[src/sv/tcw_pkg.sv]
// Shared types and constants for the text console writer.
// No dependencies; imported by text_console_writer, tcw_ctrl and tcw_dp.
`default_nettype none

package tcw_pkg;

	// Screen geometry
	localparam int COLUMNS = 80;
	localparam int ROWS    = 25;
	localparam int CELLS   = ROWS * COLUMNS;

	// Field widths fixed by the item format
	localparam int COL_W  = 7;
	localparam int ROW_W  = 5;
	localparam int CHAR_W = 8;
	localparam int CELL_W = 2 * CHAR_W;
	localparam int ADDR_W = $clog2(CELLS);
	localparam int LIN_W  = ROW_W + COL_W + 1;

	localparam logic [CHAR_W-1:0] NEWLINE_CODE   = 8'h0A;
	localparam logic [CHAR_W-1:0] BACKSPACE_CODE = 8'h08;
	localparam logic [CHAR_W-1:0] SPACE_CODE     = 8'h20;
	localparam logic [CHAR_W-1:0] RESET_ATTR     = 8'h0F;

	typedef enum logic [1:0] {
		OP_PUT   = 2'd0,
		OP_CLEAR = 2'd1,
		OP_READ  = 2'd2
	} op_t;

	typedef struct packed {
		logic [1:0]        opcode;
		logic [CHAR_W-1:0] char_code;
		logic [CHAR_W-1:0] char_attr;
		logic [ROW_W-1:0]  read_row;
		logic [COL_W-1:0]  read_col;
	} in_item_t;

	typedef struct packed {
		logic [COL_W-1:0]  cursor_col_out;
		logic [ROW_W-1:0]  cursor_row_out;
		logic              scrolled;
		logic [CHAR_W-1:0] cell_char;
		logic [CHAR_W-1:0] cell_attr;
	} out_item_t;

	// Controller to datapath
	typedef struct packed {
		logic latch_item;
		logic put;
		logic clear_start;
		logic cell_rd;
		logic cell_cap;
		logic sweep_rd;
		logic sweep_wr;
		logic load_out;
	} ctrl_cmd_t;

	// Datapath to controller
	typedef struct packed {
		logic [1:0] in_op;
		logic       put_scroll;
		logic       cnt_last;
		logic       copy_next;
		logic       sweep_init;
		logic       out_busy;
	} ctrl_sts_t;

	// Linear cell address of a row and column
	function automatic logic [ADDR_W-1:0] cell_addr(input logic [ROW_W-1:0] r,
			input logic [COL_W-1:0] c);
		logic [LIN_W-1:0] lin;
		lin = LIN_W'(r) * LIN_W'(COLUMNS) + LIN_W'(c);
		return lin[ADDR_W-1:0];
	endfunction

endpackage

`default_nettype wire

[src/sv/tcw_ctrl.sv]
// Controller state machine of the text console writer.
// Depends on tcw_pkg; drives the datapath through ctrl_cmd_t.
`default_nettype none

module tcw_ctrl
	import tcw_pkg::*;
(
	input  wire logic      clk,
	input  wire logic      arst_n,
	input  wire logic      in_valid,
	output      logic      in_ready,
	input  wire ctrl_sts_t sts,
	output      ctrl_cmd_t cmd
);

	typedef enum logic [6:0] {
		ST_INIT     = 7'b0000001,
		ST_IDLE     = 7'b0000010,
		ST_PUT      = 7'b0000100,
		ST_RD       = 7'b0001000,
		ST_SWEEP_RD = 7'b0010000,
		ST_SWEEP_WR = 7'b0100000,
		ST_DONE     = 7'b1000000
	} state_t;

	state_t state_q, state_d;

	always_ff @(posedge clk or negedge arst_n) begin
		if (!arst_n) begin
			state_q <= ST_INIT;
		end else begin
			state_q <= state_d;
		end
	end

	assign in_ready = (state_q == ST_IDLE);

	always_comb begin
		state_d = state_q;
		cmd     = '0;
		case (state_q)
			ST_INIT: begin
				cmd.sweep_wr = 1'b1;
				if (sts.cnt_last) begin
					state_d = ST_IDLE;
				end
			end
			ST_IDLE: begin
				if (in_valid) begin
					cmd.latch_item = 1'b1;
					case (sts.in_op)
						OP_PUT: begin
							state_d = ST_PUT;
						end
						OP_CLEAR: begin
							cmd.clear_start = 1'b1;
							state_d         = ST_SWEEP_WR;
						end
						OP_READ: begin
							cmd.cell_rd = 1'b1;
							state_d     = ST_RD;
						end
						default: begin
							state_d = ST_DONE;
						end
					endcase
				end
			end
			ST_PUT: begin
				cmd.put = 1'b1;
				if (sts.put_scroll) begin
					state_d = ST_SWEEP_RD;
				end else if (!sts.out_busy) begin
					cmd.load_out = 1'b1;
					state_d      = ST_IDLE;
				end else begin
					state_d = ST_DONE;
				end
			end
			ST_RD: begin
				cmd.cell_cap = 1'b1;
				if (!sts.out_busy) begin
					cmd.load_out = 1'b1;
					state_d      = ST_IDLE;
				end else begin
					state_d = ST_DONE;
				end
			end
			ST_SWEEP_RD: begin
				cmd.sweep_rd = 1'b1;
				state_d      = ST_SWEEP_WR;
			end
			ST_SWEEP_WR: begin
				cmd.sweep_wr = 1'b1;
				if (sts.cnt_last) begin
					state_d = sts.sweep_init ? ST_IDLE : ST_DONE;
				end else if (sts.copy_next) begin
					state_d = ST_SWEEP_RD;
				end
			end
			ST_DONE: begin
				if (!sts.out_busy) begin
					cmd.load_out = 1'b1;
					state_d      = ST_IDLE;
				end
			end
			default: begin
				state_d = ST_INIT;
			end
		endcase
	end

endmodule

`default_nettype wire

[config.mk]
export PLATFORM = sky130hd
export DESIGN_NAME = tcw_ctrl
export DESIGN_NICKNAME = d
export VERILOG_FILES = /design/src/sv/tcw_pkg.sv /design/src/sv/tcw_ctrl.sv
export SDC_FILE = /design/constraint.sdc
export NUM_CORES = 1
export LEC_CHECK = 0
export BUFFER_PORTS_ARGS = -buffer_cell sky130_fd_sc_hd__buf_4
export CORE_AREA = 2 2 39 41
export DETAILED_ROUTE_END_ITERATION = 8
export DIE_AREA = 0 0 41 43
export GPL_TIMING_DRIVEN = 0
export PLACE_DENSITY = 0.71
export SYNTH_ARGS = -nofsm -noshare
export SYNTH_HDL_FRONTEND = slang
export SYNTH_SLANG_ARGS = --single-unit
[constraint.sdc]
create_clock -name clk -period 4.7 [get_ports clk]
set_input_delay 0.94 -clock clk [delete_from_list [all_inputs] [get_ports clk]]
set_output_delay 0.94 -clock clk [all_outputs]
set_load 0.02 [all_outputs]
After elaboration in Yosys (flattened, before gate mapping)
Cells that the tools add are included.
{ "totals": {"input_bits": 10, "word_cells": 41, "mem_bits_ro": 0, "latchBits": 0, "mem_bits_rw": 0, "n_memories": 0, "ff_bits": 7} }
{ "classes": {"n_mux": 23, "multipliers": 0, "add_sub_neg": 0, "bitwise": 0, "shifts": 0, "order_cmp": 0, "n_eq_ne": 13, "n_reduce_logical": 4, "n_div": 0} }
{ "ops": {"columns": ["cell", "count"], "rows": [
  ["2-to-1 mux 7 bit", 8],
  ["case mux 7 bit (7 select lines)", 1],
  ["case mux 7 bit (3 select lines)", 1],
  ["2-to-1 mux 1 bit", 10],
  ["== test 7 x 1 -> 1 bit, second input constant", 1],
  ["== test 7 x 2 -> 1 bit, second input constant", 1],
  ["== test 7 x 3 -> 1 bit, second input constant", 1],
  ["== test 7 x 4 -> 1 bit, second input constant", 1],
  ["== test 7 x 5 -> 1 bit, second input constant", 1],
  ["== test 7 x 6 -> 1 bit, second input constant", 1],
  ["== test 7 bit, second input constant", 1],
  ["!= test 2 bit, second input constant", 3],
  ["2-to-1 mux 2 bit", 2],
  ["AND reduction 4 bit", 1],
  ["OR reduction 2 bit", 2],
  ["!= test 3 bit, second input constant", 1],
  ["== test 2 x 1 -> 1 bit, second input constant", 1],
  ["== test 2 bit, second input constant", 1],
  ["logical NOT 2 bit", 1],
  ["case mux 1 bit (2 select lines)", 1]
]} }

Depth between registers and ports, before layout
{ "depth": {"word_depth": 4, "ltp_mapped": 6, "ltp_nobuf": 4} }

Worst setup path before layout
No wires, ideal clock.
{ "synth_path": {"path_type": "input to output", "startpoint": "in sts[4] (netlist bit)", "endpoint": "out cmd[0] (netlist bit)", "cell_stages": 4, "slack_ns": 1.863, "required_ns": 3.760, "arrival_ns": 1.897, "path_cell_list": "or3b_1 -> a211oi_1 -> a31oi_1 -> nor2_1"} }
{ "synth_rtl": {"columns": ["element", "line_no", "rtl"], "rows": [
  ["from (decl)", "tcw_ctrl.sv:12", "input wire ctrl_sts_t sts,"],
  ["to (decl)", "tcw_ctrl.sv:13", "output ctrl_cmd_t cmd"]
]} }

==> run_results.csv <==
group,metric,value,unit
run_status,outcome,"finished clean",
yosys,synth_seq_cells,7,
placed_design,io_buffers,18,
sta,period_needed,3.02,ns
yosys,netlist_instances,72,
yosys,synth_area_leaders,"dfrtp_1 24%, dfstp_2 4.2%, nor2_1 4.2%",
die,io_pins,19,
sta,slew_headroom,0.698,
sta,rsz0062_at_grt,"no",
cells_and_area,fin_cells,110,
routing,viasPerCell,5.70,
sta,setup_tns,0,ns
grt,grt.total_usage,0.198,
die,rows,14,
yosys,synth_simple_gate_area_frac,0.372,
grt,grt-ovfl-total,0,
sta,hold_viol,0,
yosys,synth_top_family_by_area,"simple AND/OR/NAND/NOR gates",
placed_design,dp_hpwl,1180,um
yosys,yosys.area_share.xor_xnor,0.0560,
setup_path,critPathLaunchType,"input pin",
power_and_ir_drop,peakVddDrop,260,uV
min_path,hold_path.class,"input pin to async pin",
clock_tree,cts_tree,"yes",
sta,setup_viol,0,
placed_design,placedCellCount,106,
yosys,yosysWarnings,0,
clock_tree,cts.clk_slew.worst_paths,0.05,ns
cells_and_area,fin_nets,105,
routing,drtIter0Drc,8,
die,die_area,1760,um^2
power_and_ir_drop,power_leakage,0.375,nW
cells_and_area,largest_reg_flops,7,
routing,avgRoutedWirePerCell,13.7,um
routing,ant_nets,0,
sta,drv_slew,0,
sta,max_freq,332,MHz
setup_path,criticalPathCategory,"input pin to output pin",
die,core_area,1380,um^2
cells_and_area,top_regs,"state_q (7)",
cells_and_area,drive_gt1_frac,0.340,
setup_path,cp.required,3.76,ns
setup_path,crit_arrival,2.08,ns
grt,grt_pass1_wl,2360,um
routing,route.detailed.drc,0,
grt,grt_pass1_vias,529,
cells_and_area,regMostFlops,"state_q",
clock_tree,cts-resized-gates,0,
die,die_w,41,um
grt,grt_max_degree,11,
clock_tree,clock_latency,0.24,ns
sta,tightest_slew,0.449,ns
cells_and_area,syn_to_final_growth,29.0,%
yosys,syn_nets,82,
routing,drt-total-wl,1510,um
grt,antenna_found_initial,0,
clock_tree,postCtsHoldBufs,0,
placed_design,place.gp.congestion,0.772,
clock_tree,cts_sinks,7,
routing,drtPass1Iterations,3,
clock_tree,numCtsBuffers,3,
setup_path,cp-end-kind,"output pin",
cells_and_area,num_antenna_cells,0,
die,start_util,0.452,
setup_path,path_max_fanout,2,
sta,finalCritPeriodShare,0.642,
yosys,synth_compound_area_frac,0.212,
yosys,synth_fa_ha_area_frac,0,
yosys,yosysSeqAreaShare,0.282,
sta,clock_skew,0.000133,ns
power_and_ir_drop,power_density,412,nW/um^2
clock_tree,cts_root_buf,"clkbuf_4",
clock_tree,postCtsSetupBuffers,0,
clock_tree,ctsHtreeMaxLevel,1,
die,fp.dieH,43,um
yosys,synth_top_area_frac,0.240,
clock_tree,cts.path.max_buffers,2,
yosys,synth_mux_area_frac,0,
yosys,synth_cell_types,39,
yosys,syn-cell-area,626,um^2
yosys,avgSynthCellArea,8.69,um^2
sta,fin_ws,1.68,ns
job,cap_violations,0,
routing,vias,627,
yosys,yosysTopAreaCell,"dfrtp_1",
placed_design,pre_cts_ws,1.71,ns
[metal layers]
layer	part of all wire	up-vias	wire, um	GRT usage
met5	0	-	0	0
met4	0	0	0	0.0400
met3	0.054	0	82	0.0733
met2	0.49	15	740	0.297
met1	0.45	295	687	0.266
li1	-	317	-	-
[worst paths after layout]
| kind | cells after the start | from | slack (ns) | end |
|---|---|---|---|---|
| hold reg to reg | 3 | state_q[4] | 0.78 | state_q[5] |
| min in group clk | 3 | state_q[4] | 0.78 | state_q[5] |
| hold / removal | 1 | arst_n | 0.50 | state_q[4] |
| max in group asynchronous | 1 | arst_n | 4.00 | state_q[0] |
| setup reg to reg | 4 | state_q[6] | 2.79 | state_q[1] |
| setup / recovery | 6 | sts[4] | 1.68 | cmd[0] |
[layout make-up]
type	instances	area, um^2
flip-flops and latches	7	176
plain buffers	5	26.3
multi-input cells	54	400
well taps	16	20.0
fillers	145	577
inverters	6	22.5
clock buffers	4	26.3
repair buffers	18	135
[metrics by stage]
stage	instance area, um^2	hold WS, ns	utilization	power [W]
finish	807	0.495	0.583	0.000332
global placement	781	0.752	0.564	0.000279
floorplan	626	0.644	-	0.000228
global route	807	0.486	0.583	0.000355
CTS	807	0.485	0.583	0.000335
detailed placement	781	0.753	0.564	0.000280
[cells in the mapped netlist (all sizes together)]
cell type  n
or4        2
nand2      3
a41o       1
clkbuf     1
nand4bb    1
nor2b      2
xnor2      2
o32ai      2
o21ai      2
nand3      1
nor2       7
a2111oi    1
and3       2
a32o       1
xor2       2
o211ai     1
nand4      1
nand2b     1
a31oi      2
dfrtp      6
a32oi      1
buf        4
or3b       1
nor4b      1
a211oi     1
a311oi     1
inv        6
nor3b      4
a21o       1
nor3       6
o211a      1
and4b      1
nor4       2
dfstp      1
[power breakdown]
part	internal [W]	switching, W
registers	0.0000737	0.00000674
logic	0.0000877	0.000111
clock network	0.0000323	0.0000203
[worst max-delay path, stage by stage]
cell and delay, ns:
buf_4 0.11, or3b_1 0.39, a211oi_1 0.26, a31oi_1 0.11, nor2_1 0.12, buf_4 0.15
[layout by cell type, fill, tap and decap left out, types with 2 or more instances in the layout]
cell,n
buf_4,19
nor2_1,7
inv_1,6
dfrtp_1,6
nor3_1,5
buf_2,3
nand2_1,3
nor3b_1,3
clkbuf_4,3
nor4_1,2
clkbuf_1,2
and3_1,2
nor2b_1,2
a31oi_1,2
xor2_1,2
xnor2_1,2
o21ai_0,2
[kinds of logic after synthesis]
logic type	count (synthesis)
and+or+nand+nor	35
AOI/OAI and AO/OA	15
buffers and inverters	11
DFF	7
xor gates and xnor gates	4
(Power assumes the default switching activity.)
